`src/hdl/uls_pkg.sv`:
```
`timescale 1ns / 1ps
`default_nettype none
// ---------------------------------------------------------------------------
// Line splitter package
// Shared types and byte codes for the UTF-8 line splitter.
// ---------------------------------------------------------------------------
package uls_pkg;

   localparam int FIELD_W     = 16;
   localparam int BYTE_W      = 8;
   localparam int QUEUE_DEPTH = 4;
   localparam int QPTR_W      = $clog2(QUEUE_DEPTH);

   localparam logic [BYTE_W-1:0] BYTE_END   = 8'h00;
   localparam logic [BYTE_W-1:0] BYTE_LF    = 8'h0A;
   localparam logic [BYTE_W-1:0] BYTE_ESC   = 8'h1B;
   localparam logic [BYTE_W-1:0] BYTE_M     = 8'h6D;
   localparam logic [BYTE_W-1:0] LEAD4_MIN  = 8'hF0;
   localparam logic [BYTE_W-1:0] LEAD3_MIN  = 8'hE0;
   localparam logic [BYTE_W-1:0] LEAD2_MIN  = 8'hC0;
   localparam logic [BYTE_W-1:0] BYTE_MAX   = 8'hFF;

   localparam logic [1:0] ABSORB_LEAD4 = 2'd3;
   localparam logic [1:0] ABSORB_LEAD3 = 2'd2;
   localparam logic [1:0] ABSORB_LEAD2 = 2'd1;

   // What the counter side does with one classified byte
   typedef enum logic [1:0] {
      OP_BYTE    = 2'd0,   // count a byte, no width
      OP_CHAR    = 2'd1,   // count a byte and one width
      OP_NEWLINE = 2'd2,   // close the line
      OP_END     = 2'd3    // close the text
   } op_type;

   typedef struct packed {
      logic   valid;
      op_type op;
   } cmd_type;

endpackage

`default_nettype wire

```
`src/hdl/uls_req_if.sv`:
```
`timescale 1ns / 1ps
`default_nettype none
// ---------------------------------------------------------------------------
// Request channel
// Valid/ready channel carrying one text byte per request.
// ---------------------------------------------------------------------------
interface uls_req_if;
   logic       valid;
   logic       ready;
   logic [7:0] text_byte;

   modport source (output valid, output text_byte, input ready);
   modport sink   (input valid, input text_byte, output ready);
endinterface

`default_nettype wire

```
`src/hdl/uls_rsp_if.sv`:
```
`timescale 1ns / 1ps
`default_nettype none
// ---------------------------------------------------------------------------
// Response channel
// Valid/ready channel carrying one line record per transfer.
// ---------------------------------------------------------------------------
interface uls_rsp_if;
   logic        valid;
   logic        ready;
   logic [15:0] line_index;
   logic [15:0] line_start;
   logic [15:0] line_width;
   logic [15:0] line_bytes;
   logic [15:0] text_width;
   logic [15:0] text_bytes;
   logic        final_line;

   modport source (output valid, output line_index, output line_start, output line_width,
                   output line_bytes, output text_width, output text_bytes,
                   output final_line, input ready);
   modport sink   (input valid, input line_index, input line_start, input line_width,
                   input line_bytes, input text_width, input text_bytes,
                   input final_line, output ready);
endinterface

`default_nettype wire

```
`src/hdl/uls_front.sv`:
```
`timescale 1ns / 1ps
`default_nettype none
// ---------------------------------------------------------------------------
// Line splitter front end
// Tracks character and escape runs and classifies each byte into an op.
// ---------------------------------------------------------------------------
module uls_front (
   input  logic           clock,
   input  logic           reset,
   input  logic [7:0]     text_byte,
   input  logic           accept,
   output uls_pkg::cmd_type cmd
);
   import uls_pkg::*;

   logic [1:0] absorb_ff, absorb_in;
   logic       esc_ff, esc_in;
   op_type     op;

   always_comb begin
      absorb_in = absorb_ff;
      esc_in    = esc_ff;
      op        = OP_CHAR;
      if (text_byte == BYTE_END) begin
         op        = OP_END;
         absorb_in = '0;
         esc_in    = 1'b0;
      end else if (absorb_ff != '0) begin
         op        = OP_BYTE;
         absorb_in = absorb_ff - 2'd1;
      end else if (esc_ff) begin
         op = OP_BYTE;
         if (text_byte == BYTE_M) begin
            esc_in = 1'b0;
         end
      end else begin
         case (text_byte) inside
            BYTE_LF: begin
               op = OP_NEWLINE;
            end
            BYTE_ESC: begin
               op     = OP_BYTE;
               esc_in = 1'b1;
            end
            [LEAD4_MIN:BYTE_MAX]: begin
               absorb_in = ABSORB_LEAD4;
            end
            [LEAD3_MIN:LEAD4_MIN - 8'd1]: begin
               absorb_in = ABSORB_LEAD3;
            end
            [LEAD2_MIN:LEAD3_MIN - 8'd1]: begin
               absorb_in = ABSORB_LEAD2;
            end
            default: begin
               op = OP_CHAR;
            end
         endcase
      end
   end

   always_ff @(posedge clock) begin
      if (reset) begin
         absorb_ff <= '0;
         esc_ff    <= 1'b0;
      end else if (accept) begin
         absorb_ff <= absorb_in;
         esc_ff    <= esc_in;
      end
   end

   assign cmd.valid = accept;
   assign cmd.op    = op;

   // a character run and an escape run never overlap
   assert property (@(posedge clock) disable iff (reset) (absorb_ff != '0) |-> !esc_ff)
      else $error("absorb and escape active together");

endmodule

`default_nettype wire

```
`src/hdl/uls_queue.sv`:
```
`timescale 1ns / 1ps
`default_nettype none
// ---------------------------------------------------------------------------
// Line splitter op queue
// Short FIFO between the classifier and the counter side.
// ---------------------------------------------------------------------------
module uls_queue (
   input  logic             clock,
   input  logic             reset,
   input  uls_pkg::cmd_type push,
   output logic             push_ready,
   output uls_pkg::cmd_type head,
   input  logic             pop
);
   import uls_pkg::*;

   op_type            slot_ff [QUEUE_DEPTH];
   logic [QPTR_W-1:0] wr_ptr_ff, rd_ptr_ff;
   logic [QPTR_W:0]   count_ff, count_in;
   logic              do_push, do_pop;

   localparam logic [QPTR_W:0] FULL_COUNT = (QPTR_W + 1)'(QUEUE_DEPTH);

   assign push_ready = (count_ff != FULL_COUNT);
   assign do_push    = push.valid;
   assign do_pop     = pop && (count_ff != '0);
   assign head.valid = (count_ff != '0);
   assign head.op    = slot_ff[rd_ptr_ff];

   always_comb begin
      count_in = count_ff;
      if (do_push && !do_pop) begin
         count_in = count_ff + 1'b1;
      end else if (do_pop && !do_push) begin
         count_in = count_ff - 1'b1;
      end
   end

   always_ff @(posedge clock) begin
      if (do_push) begin
         slot_ff[wr_ptr_ff] <= push.op;
      end
   end

   always_ff @(posedge clock) begin
      if (reset) begin
         wr_ptr_ff <= '0;
         rd_ptr_ff <= '0;
         count_ff  <= '0;
      end else begin
         if (do_push) begin
            wr_ptr_ff <= wr_ptr_ff + 1'b1;
         end
         if (do_pop) begin
            rd_ptr_ff <= rd_ptr_ff + 1'b1;
         end
         count_ff <= count_in;
      end
   end

   assert property (@(posedge clock) disable iff (reset) count_ff <= FULL_COUNT)
      else $error("queue occupancy beyond depth");

   assert property (@(posedge clock) disable iff (reset)
      (count_ff == FULL_COUNT) |-> !push.valid)
      else $error("push into full queue");

endmodule

`default_nettype wire

```
`src/hdl/uls_back.sv`:
```
`timescale 1ns / 1ps
`default_nettype none
// ---------------------------------------------------------------------------
// Line splitter counter side
// Applies ops to the saturating counters and registers line records.
// ---------------------------------------------------------------------------
module uls_back #(
   parameter longint unsigned COUNT_MAX
) (
   input  logic              clock,
   input  logic              reset,
   input  uls_pkg::cmd_type  head,
   output logic              pop,
   uls_rsp_if.source         rsp_chan
);
   import uls_pkg::*;

   localparam int              CNT_W   = $clog2(COUNT_MAX + 64'd1);
   localparam logic [CNT_W-1:0] CNT_MAX = CNT_W'(COUNT_MAX);

   function automatic logic [CNT_W-1:0] sat_inc(input logic [CNT_W-1:0] v);
      return (v < CNT_MAX) ? v + 1'b1 : CNT_MAX;
   endfunction

   function automatic logic [FIELD_W-1:0] to_field(input logic [CNT_W-1:0] v);
      logic [CNT_W+FIELD_W-1:0] wide;
      wide = {{FIELD_W{1'b0}}, v};
      return wide[FIELD_W-1:0];
   endfunction

   logic [CNT_W-1:0] line_idx_ff, line_idx_in;
   logic [CNT_W-1:0] line_off_ff, line_off_in;
   logic [CNT_W-1:0] lw_ff, lw_in;
   logic [CNT_W-1:0] lb_ff, lb_in;
   logic [CNT_W-1:0] tw_ff, tw_in;
   logic [CNT_W-1:0] tb_ff, tb_in;

   logic                rsp_valid_ff;
   logic [FIELD_W-1:0]  line_index_ff, line_start_ff, line_width_ff, line_bytes_ff;
   logic [FIELD_W-1:0]  text_width_ff, text_bytes_ff;
   logic                final_line_ff;

   logic emits, out_free, load_rsp;

   assign emits    = (head.op == OP_NEWLINE) || (head.op == OP_END);
   assign out_free = !rsp_valid_ff || rsp_chan.ready;
   assign pop      = head.valid && (!emits || out_free);
   assign load_rsp = pop && emits;

   always_comb begin
      line_idx_in = line_idx_ff;
      line_off_in = line_off_ff;
      lw_in       = lw_ff;
      lb_in       = lb_ff;
      tw_in       = tw_ff;
      tb_in       = tb_ff;
      case (head.op)
         OP_BYTE: begin
            lb_in = sat_inc(lb_ff);
            tb_in = sat_inc(tb_ff);
         end
         OP_CHAR: begin
            lb_in = sat_inc(lb_ff);
            tb_in = sat_inc(tb_ff);
            lw_in = sat_inc(lw_ff);
            tw_in = sat_inc(tw_ff);
         end
         OP_NEWLINE: begin
            tb_in       = sat_inc(tb_ff);
            tw_in       = sat_inc(tw_ff);
            line_idx_in = sat_inc(line_idx_ff);
            line_off_in = sat_inc(tb_ff);
            lw_in       = '0;
            lb_in       = '0;
         end
         OP_END: begin
            line_idx_in = '0;
            line_off_in = '0;
            lw_in       = '0;
            lb_in       = '0;
            tw_in       = '0;
            tb_in       = '0;
         end
         default: begin
            lb_in = lb_ff;
         end
      endcase
   end

   always_ff @(posedge clock) begin
      if (reset) begin
         line_idx_ff <= '0;
         line_off_ff <= '0;
         lw_ff       <= '0;
         lb_ff       <= '0;
         tw_ff       <= '0;
         tb_ff       <= '0;
      end else if (pop) begin
         line_idx_ff <= line_idx_in;
         line_off_ff <= line_off_in;
         lw_ff       <= lw_in;
         lb_ff       <= lb_in;
         tw_ff       <= tw_in;
         tb_ff       <= tb_in;
      end
   end

   // record register: payload needs no reset
   always_ff @(posedge clock) begin
      if (load_rsp) begin
         line_index_ff <= to_field(line_idx_ff);
         line_start_ff <= to_field(line_off_ff);
         line_width_ff <= to_field(lw_ff);
         line_bytes_ff <= to_field(lb_ff);
         final_line_ff <= (head.op == OP_END);
         if (head.op == OP_END) begin
            text_width_ff <= to_field(tw_ff);
            text_bytes_ff <= to_field(tb_ff);
         end else begin
            text_width_ff <= '0;
            text_bytes_ff <= '0;
         end
      end
   end

   always_ff @(posedge clock) begin
      if (reset) begin
         rsp_valid_ff <= 1'b0;
      end else if (load_rsp) begin
         rsp_valid_ff <= 1'b1;
      end else if (rsp_chan.ready) begin
         rsp_valid_ff <= 1'b0;
      end
   end

   assign rsp_chan.valid      = rsp_valid_ff;
   assign rsp_chan.line_index = line_index_ff;
   assign rsp_chan.line_start = line_start_ff;
   assign rsp_chan.line_width = line_width_ff;
   assign rsp_chan.line_bytes = line_bytes_ff;
   assign rsp_chan.text_width = text_width_ff;
   assign rsp_chan.text_bytes = text_bytes_ff;
   assign rsp_chan.final_line = final_line_ff;

   assert property (@(posedge clock) disable iff (reset) tb_ff >= lb_ff)
      else $error("line bytes exceed text bytes");

   assert property (@(posedge clock) disable iff (reset) lw_ff <= lb_ff)
      else $error("line width exceeds line bytes");

   assert property (@(posedge clock) disable iff (reset)
      (pop && head.op == OP_END) |=> (tb_ff == '0 && tw_ff == '0 && line_idx_ff == '0))
      else $error("counters not cleared after end of text");

endmodule

`default_nettype wire

```
`src/hdl/utf8_line_splitter.sv`:
```
`timescale 1ns / 1ps
`default_nettype none
// ---------------------------------------------------------------------------
// UTF-8 line splitter
// Splits a zero-terminated byte stream into line records with display width.
// ---------------------------------------------------------------------------
// Path: a request that closes a line is classified into the op queue; its op
//   is then popped into the counter update, which loads the record on rsp_chan.
// Throughput: one request per cycle while the op queue has room; the four-entry
//   op queue and the record register let each side stall on its own.
// Reset (synchronous): clears run state, counters, the queue and rsp valid.
// ---------------------------------------------------------------------------
module utf8_line_splitter #(
   parameter longint unsigned COUNT_MAX = 65535
) (
   input  logic      clock,
   input  logic      reset,
   uls_req_if.sink   req_chan,
   uls_rsp_if.source rsp_chan
);
   import uls_pkg::*;

   cmd_type push_cmd;
   cmd_type head_cmd;
   logic    push_ready;
   logic    pop;
   logic    req_accept;

   // take a request whenever the op queue has room; every request yields an op
   assign req_chan.ready = push_ready;
   assign req_accept     = req_chan.valid && push_ready;

   // front: follow character and escape runs, classify the byte
   uls_front u_front (
      .clock     (clock),
      .reset     (reset),
      .text_byte (req_chan.text_byte),
      .accept    (req_accept),
      .cmd       (push_cmd)
   );

   // decouple classification from counting
   uls_queue u_queue (
      .clock      (clock),
      .reset      (reset),
      .push       (push_cmd),
      .push_ready (push_ready),
      .head       (head_cmd),
      .pop        (pop)
   );

   // back: saturating counters and the record register; hold an op that
   // closes a line until the record register is free
   uls_back #(
      .COUNT_MAX (COUNT_MAX)
   ) u_back (
      .clock    (clock),
      .reset    (reset),
      .head     (head_cmd),
      .pop      (pop),
      .rsp_chan (rsp_chan)
   );

endmodule

`default_nettype wire
```
`src/flat_wrapper.sv`:
```
// flat-port wrapper written by rule: the top's interface ports become plain ports
module utf8_line_splitter_flat import uls_pkg::*;
#(
   parameter longint unsigned COUNT_MAX = 65535
)
  (clock, reset, req_chan_valid, req_chan_text_byte, req_chan_ready, rsp_chan_valid, rsp_chan_line_index, rsp_chan_line_start, rsp_chan_line_width, rsp_chan_line_bytes, rsp_chan_text_width, rsp_chan_text_bytes, rsp_chan_final_line, rsp_chan_ready);
  uls_req_if req_chan_i ();
  uls_rsp_if rsp_chan_i ();
  input  logic clock;
  input  logic reset;
  input wire logic [$bits(req_chan_i.valid)-1:0] req_chan_valid;
  input wire logic [$bits(req_chan_i.text_byte)-1:0] req_chan_text_byte;
  output wire logic [$bits(req_chan_i.ready)-1:0] req_chan_ready;
  output wire logic [$bits(rsp_chan_i.valid)-1:0] rsp_chan_valid;
  output wire logic [$bits(rsp_chan_i.line_index)-1:0] rsp_chan_line_index;
  output wire logic [$bits(rsp_chan_i.line_start)-1:0] rsp_chan_line_start;
  output wire logic [$bits(rsp_chan_i.line_width)-1:0] rsp_chan_line_width;
  output wire logic [$bits(rsp_chan_i.line_bytes)-1:0] rsp_chan_line_bytes;
  output wire logic [$bits(rsp_chan_i.text_width)-1:0] rsp_chan_text_width;
  output wire logic [$bits(rsp_chan_i.text_bytes)-1:0] rsp_chan_text_bytes;
  output wire logic [$bits(rsp_chan_i.final_line)-1:0] rsp_chan_final_line;
  input wire logic [$bits(rsp_chan_i.ready)-1:0] rsp_chan_ready;
  assign req_chan_i.valid = req_chan_valid;
  assign req_chan_i.text_byte = req_chan_text_byte;
  assign req_chan_ready = req_chan_i.ready;
  assign rsp_chan_valid = rsp_chan_i.valid;
  assign rsp_chan_line_index = rsp_chan_i.line_index;
  assign rsp_chan_line_start = rsp_chan_i.line_start;
  assign rsp_chan_line_width = rsp_chan_i.line_width;
  assign rsp_chan_line_bytes = rsp_chan_i.line_bytes;
  assign rsp_chan_text_width = rsp_chan_i.text_width;
  assign rsp_chan_text_bytes = rsp_chan_i.text_bytes;
  assign rsp_chan_final_line = rsp_chan_i.final_line;
  assign rsp_chan_i.ready = rsp_chan_ready;
  utf8_line_splitter #(.COUNT_MAX(COUNT_MAX)) u_core (.clock(clock), .reset(reset), .req_chan(req_chan_i), .rsp_chan(rsp_chan_i));
endmodule
```
`config.mk`:
```
export PLATFORM = sky130hd
export DESIGN_NAME = utf8_line_splitter_flat
export DESIGN_NICKNAME = d
export VERILOG_FILES = /design/src/hdl/uls_pkg.sv /design/src/hdl/uls_req_if.sv /design/src/hdl/uls_rsp_if.sv /design/src/hdl/uls_front.sv /design/src/hdl/uls_queue.sv /design/src/hdl/uls_back.sv /design/src/hdl/utf8_line_splitter.sv /design/src/flat_wrapper.sv
export SDC_FILE = /design/constraint.sdc
export NUM_CORES = 1
export LEC_CHECK = 0
export ABC_AREA = 1
export BUFFER_PORTS_ARGS = -buffer_cell sky130_fd_sc_hd__buf_2
export CORE_MARGIN = 1.5
export CORE_UTILIZATION = 40
export DETAILED_ROUTE_END_ITERATION = 10
export PLACE_DENSITY_LB_ADDON = 0.15
export SLEW_MARGIN = 40
export SYNTH_ARGS = -nofsm -noshare
export SYNTH_HDL_FRONTEND = slang
export SYNTH_SLANG_ARGS = --single-unit
```
`constraint.sdc`:
```
create_clock -name clock -period 7 [get_ports clock]
set_input_delay 0.7 -clock clock [delete_from_list [all_inputs] [get_ports clock]]
set_output_delay 0.7 -clock clock [all_outputs]
set_load 0.01 [all_outputs]
```
==> run metrics, run 1 <==
status finished, final reports clean; core outline area 24200 sq um; Async S/R FF share, synth 0%; total die area roughly 25000 sq um; Synth top area share between 30% and 40%; gpl congestion 0.849; Fillers roughly 2400; placed wire-length estimate 14300 microns; H-tree depth 1; Post-synth top cells nand2_1, nor2_1, dfxtp_1, a21oi_1, edfxtp_1; post-synth top area cell edfxtp_1; setup violators final 0; EDFF count, synth 105; Worst EP required 7.36 ns; CTS Buf Count 23; worst hold path type flip-flop to flip-flop; area grow syn2layout 15.7%; Crit Path Category flip-flop to flip-flop; first-pass GRT wire length roughly 35000 microns; # diodes 0; count leader, synth nand2_1; dpl ws 3.68 ns; maximum vdd drop approximately 0.00018 V; vias per cell between 4 and 5; Die X between 150 and 200 microns; pwr dens 357 nW/um^2; Max-Cap Viols 0; synthesized net count 1197; nets 1296; synthesized cell area 9790 sq um; CP arrival 3.04 ns; setup total negative slack 0 ns; Post-Route WL 21400 microns; # Post-CTS Setup Buffers 0; clk_lat worst skew 0.51 ns; Mapped Cells around 1200; met2 wire length 9780 microns; Main synth FF type dfxtp_1; Tmin final between 2 and 3 ns; Slew headroom between 50% and 60%; gr ovfl total 0; # DRC 0; RSZ-0062 raised after global routing no; top-level I/O count roughly 110; wire length on met3 ~1100 microns; period utilisation layout 38.3%; clk buf depth 3; Pleak 4.32 nW; PortBufs 110; CTS tree done; DRT met1 WL 10300 microns; drt initial violations 418; Max Freq approximately 370 MHz; Synth warnings 0; Worst Skew 0.0225 ns; post_cts resized 0; startpoint types flip-flop; syn avg cell area 8.34 sq um; total number of vias between 7000 and 8000; vias in the first global route 7118; Die H about 160 microns; synthesized flop and latch total between 200 and 250; All-Layer GR Usage 16.6%; setup slack after layout 4.32 ns; post-synth cell types 37; clock sinks 214; Final Hold Viols 0; Starting Density between 40 and 50%; Antenna Violating Nets Remaining 0; Max Used Layer met4; sequential area share after synthesis 54.5%; Reg clk slew, reported paths approximately 0.060 ns; Worst-Margin Slew 0.730 ns; top cells by area, synth edfxtp_1, dfxtp_1, nand2_1; TritonRoute pass-1 iters 5; Final Max Tran Viols 0; CP endpoint kind flip-flop; Crit Path Max Fanout 66; largest net degree at the start of global routing 67; share of cells above drive strength 1 around 14%; hold buffer count at cts 0; drt wl/cell 13.3 microns; Root Driver clkbuf_16; # rows 57; initial antenna violation count 0
-- worst max-delay path: stages, from the launching register on --
cell	delay, ns
dfxtp_1	0.35
inv_1	0.09
nand3_2	0.15
nand2_2	0.13
nor2_8	0.60
buf_6	0.56
inv_2	0.39
nand2_1	0.15
a21oi_1	0.07
-- final cells by class --
cell class / count / area [sq um] / share of cell area, %
Timing Repair Buffer: 113 / 577 / 5.09
Tap cell: 324 / 405 / 3.58
Inverter: 110 / 413 / 3.65
Clock buffer: 31 / 647 / 5.71
Multi-Input combinational cell: 811 / 3830 / 33.8
Sequential cell: 214 / 5340 / 47.1
Clock inverter: 10 / 114 / 1.01
-- through the flow --
stage	power, mW	cells	util (%)	instance area, sq um	hold WS, ns
2_1_floorplan	2.55	1174	-	9790	0.403
3_3_place_gp	2.87	1572	43.7	10600	0.417
3_5_place_dp	2.88	1572	43.7	10600	0.416
4_1_cts	4.10	1613	46.8	11300	0.430
5_1_grt	4.28	1613	46.8	11300	0.433
6_report	4.04	1613	46.8	11300	0.423
-- final timing paths --
path | start | to | slack, ns | depth (start not counted)
worst max-delay path | u_core.u_queue.count_ff[1] | u_core.u_back.line_off_ff[7] | 4.32 | 8
worst min-delay path | u_core.u_back.line_off_ff[7] | u_core.u_back.rsp_chan.line_start[7] | 0.42 | 0
worst max register to register | u_core.u_queue.count_ff[1] | u_core.u_back.line_off_ff[7] | 4.32 | 8
worst min register to register | u_core.u_back.line_off_ff[7] | u_core.u_back.rsp_chan.line_start[7] | 0.42 | 0
-- sequential cells by signal (all words and copies together), names as in the netlist, named ones only --
name and cells:
u_core.u_queue.rd_ptr_ff 2, u_core.u_back.rsp_chan.line_index 16, u_core.u_front.esc_ff 1, u_core.u_back.rsp_chan.line_width 16, u_core.u_back.rsp_chan.text_bytes 16, u_core.u_queue.count_ff 3, u_core.u_back.lw_ff 16, u_core.u_queue.wr_ptr_ff 2
u_core.u_back.rsp_chan.line_start 16, u_core.u_back.line_off_ff 16, u_core.u_back.rsp_chan.final_line 1, u_core.u_back.lb_ff 16, u_core.u_back.tw_ff 16, u_core.u_front.absorb_ff 2, u_core.u_back.tb_ff 16, u_core.u_back.rsp_chan.line_bytes 16
u_core.u_back.rsp_chan.text_width 16, u_core.u_queue.slot_ff 8, u_core.u_back.rsp_chan.valid 1, u_core.u_back.line_idx_ff 16
-- power breakdown --
group          internal (mW)  switching [mW]  total, mW  leakage, nW
logic                  0.277           0.809       1.09         2.02
registers               1.64           0.103       1.75         1.92
clock network          0.725           0.486       1.21        0.375
total                   2.65            1.40       4.04         4.32
-- kinds of logic (layout without fill, tap and decap cells) --
logic type / after synthesis / count (layout) / share of synthesized area [%]
flops: 214 / 214 / 54.5
xor+xnor: 27 / 27 / 2.42
fa+ha+maj: 11 / 11 / 1.48
compound gates: 161 / 161 / 8.30
simple gates: 612 / 612 / 27.0
buf+inv: 149 / 264 / 6.33
-- metal layers --
layer	vias up	GRT usage (%)
li1	4037	-
met5	-	0
met3	24	2.66
met2	145	27.4
met4	0	3.95
met1	3507	22.9
-- placed cells by master, fill, tap and decap left out, drive strengths merged, types with 31 or more instances in the layout --
cell type / synthesis / routed
nand2: 348 / 348
nor2: 133 / 133
buf: 26 / 113
inv: 110 / 111
dfxtp: 109 / 109
a21oi: 108 / 108
edfxtp: 105 / 105
nand3: 87 / 87
o21ai: 52 / 52
clkbuf: 13 / 31
(Power assumes the default switching activity.)
==> run 2, diff against run 1 <==
- ABC_AREA: 1 -> 0
- clock period: 7 -> 2.3 ns (I/O delays scaled with it)
==> run 2 against run 1 <==
Effect of this change: setup slack worse by 4.2 ns; cell count fell by 18%; cell area down 1.8%; clock-buffer cell count down 4; critical path depth decreased by 1; utilization rose by 2.3 points; first-iteration DRC count is 20% higher; synthesized cell count decreased by 24%; critical path type unchanged.
==> run metrics, run 2 <==
status finished, final reports clean; Synth top area share approximately a third; Tmin final 2.16 ns; total die area 24100 sq um; Max Freq 463 MHz; worst r2r path cells 7; # DRC 0; Post-synth top cells dfxtp_1, edfxtp_1, nand2_1, a21oi_1, o21ai_0; synthesized flop and latch total 214; startpoint types flip-flop; Util after Layout 49.1%; maximum vdd drop 0.000528 V; sequential area share after synthesis 57.7%; syn avg cell area slightly above 10 sq um; Worst Skew 0.0213 ns; register area 5340 sq um; first-pass GRT wire length 36200 microns; Slew headroom 64.5%; Synth warnings 0; post-synth top area cell edfxtp_1; # Post-CTS Setup Buffers 0; largest net degree at the start of global routing 85; Pleak 4.22 nW; total number of vias 7353; Mapped Cells approximately 890; setup violators final 0; Hold Path Cell Cnt 3; synthesized cell area 9250 sq um; Crit Path Category flip-flop to flip-flop; setup slack after layout roughly 0.14 ns; dpl cells 1272; top cells by area, synth edfxtp_1, dfxtp_1, a21oi_1; slowest cell on the critical path mux4_2; dpl ws 0.119 ns; Final Max Tran Viols 0; multi-input combinational cell area between 3000 and 4000 sq um; H-tree depth 1; drt wl/cell 17.0 microns; synthesized net count approximately 910; Worst EP required 2.73 ns; slowest stage delay, CP 0.62 ns; crit-path most repeated cell nand2_1; post-synth cell types 75; Root Driver clkbuf_16; EDFF count, synth 105; top-level I/O count between 100 and 150; count leader, synth dfxtp_1; Async S/R FF share, synth 0%; pwr dens 1130 nW/um^2; Post-Route WL roughly 22000 microns; Main synth FF type dfxtp_1; Worst-Margin Slew ~0.53 ns; vias per cell between 5 and 6; drt initial violations 502; initial antenna violation count 0; share of cells above drive strength 1 21.5%; # diodes 0; area grow syn2layout 20.2%; Die X 155 microns; clk_lat worst skew 0.52 ns; PortBufs 110; Final Hold Viols 0; nets 1036; CP endpoint kind flip-flop; All-Layer GR Usage a little under a fifth; vias in the first global route 6903; worst hold path type input port to flip-flop; Reg clk slew, reported paths 0.06 ns; core outline area 22600 sq um; clock sinks 214; Crit Path Max Fanout 14; CP cell instances mux4_2, nand2_1, inv_1, buf_4, a211oi_1, nand2_1, a21oi_1; most frequent cells in the layout buf_2, dfxtp_1, edfxtp_1, nand2_1; Antenna Violating Nets Remaining 0; RSZ-0062 raised after global routing no; commonest non-fill, non-tap cell in the layout buf_2; Non-Filler Instances 1315; period utilisation layout 93.9%; CP arrival 2.59 ns; Starting Density 40.9%; gpl congestion 0.822; Fillers 2110; CTS Buf Count 23; clk buf depth 3; Max-Cap Viols 0; setup total negative slack 0 ns; # rows 55; placed wire-length estimate 14500 microns; gr ovfl total 0; CTS tree done; TritonRoute pass-1 iters 5; Die H 155 microns
-- run 2: worst paths after layout --
check,from,end,slack (ns)
max,flip-flop,u_core.u_back.tb_ff[8],0.14
min,req_chan_text_byte[1],u_core.u_front.esc_ff,0.05
min reg2reg,u_core.u_back.line_off_ff[8],u_core.u_back.rsp_chan.line_start[8],0.44
max reg2reg,flip-flop,u_core.u_back.tb_ff[8],0.14
-- run 2: cells by family (layout without fill, tap and decap cells) --
family          count (synthesis)  in the layout  synth area share (%)
fa+ha+maj                      11             11                  1.57
buf+inv                        74            213                  3.54
simple gates                  326            326                  18.4
flops                         214            214                  57.7
compound gates                250            250                  16.9
xor+xnor                        8              8                 0.757
mux                             8              8                  1.20
-- run 2: final cells by class --
type / count / share of cell area, %
clock buffers: 27 / 5.31
inverters: 18 / 0.630
well taps: 285 / 3.21
multi-input cells: 603 / 32.5
flip-flops and latches: 214 / 48.0
repair buffers: 153 / 8.54
clock inverters: 15 / 1.87
-- run 2: metal layers --
metal  GRT usage [%]  up-vias  share of wire, %
met4            4.76        0               1.5
met1            25.7     3551                48
met3            2.70       21               4.1
met2            30.4      151                47
li1                -     3630                 -
met5               0        -                 0
-- run 2: what timing repair did --
item / CTS / global route
endpoints found under the hold margin: 2 / 0
hold buffers: 1 / 0
setup endpoints to repair: 0 / 26
gates resized for setup: 0 / 5
-- run 2: power by group --
| group | total, mW | internal (mW) | switching (mW) |
|---|---|---|---|
| sequential | 5.03 | 4.78 | 0.251 |
| clock | 3.92 | 2.41 | 1.51 |
| combinational | 3.61 | 1.25 | 2.35 |
-- run 2: worst max-delay path: cells and delay by family (launching register included) --
family / cells / cell delay [ns]
DFF: 1 / 0.35
buffers and inverters: 2 / 0.28
AOI/OAI and AO/OA: 2 / 0.59
and+or+nand+nor: 2 / 0.24
muxes: 1 / 0.62
-- run 2: metrics by stage --
step	area (sq um)	power [mW]	hold WS [ns]
after floorplan	9290	7.35	0.406
after global placement	10300	8.67	0.416
after detailed placement	10300	8.72	0.426
after CTS	11100	12.7	0.0197
after global routing	11100	13.2	0.0887
final	11100	12.6	0.0543
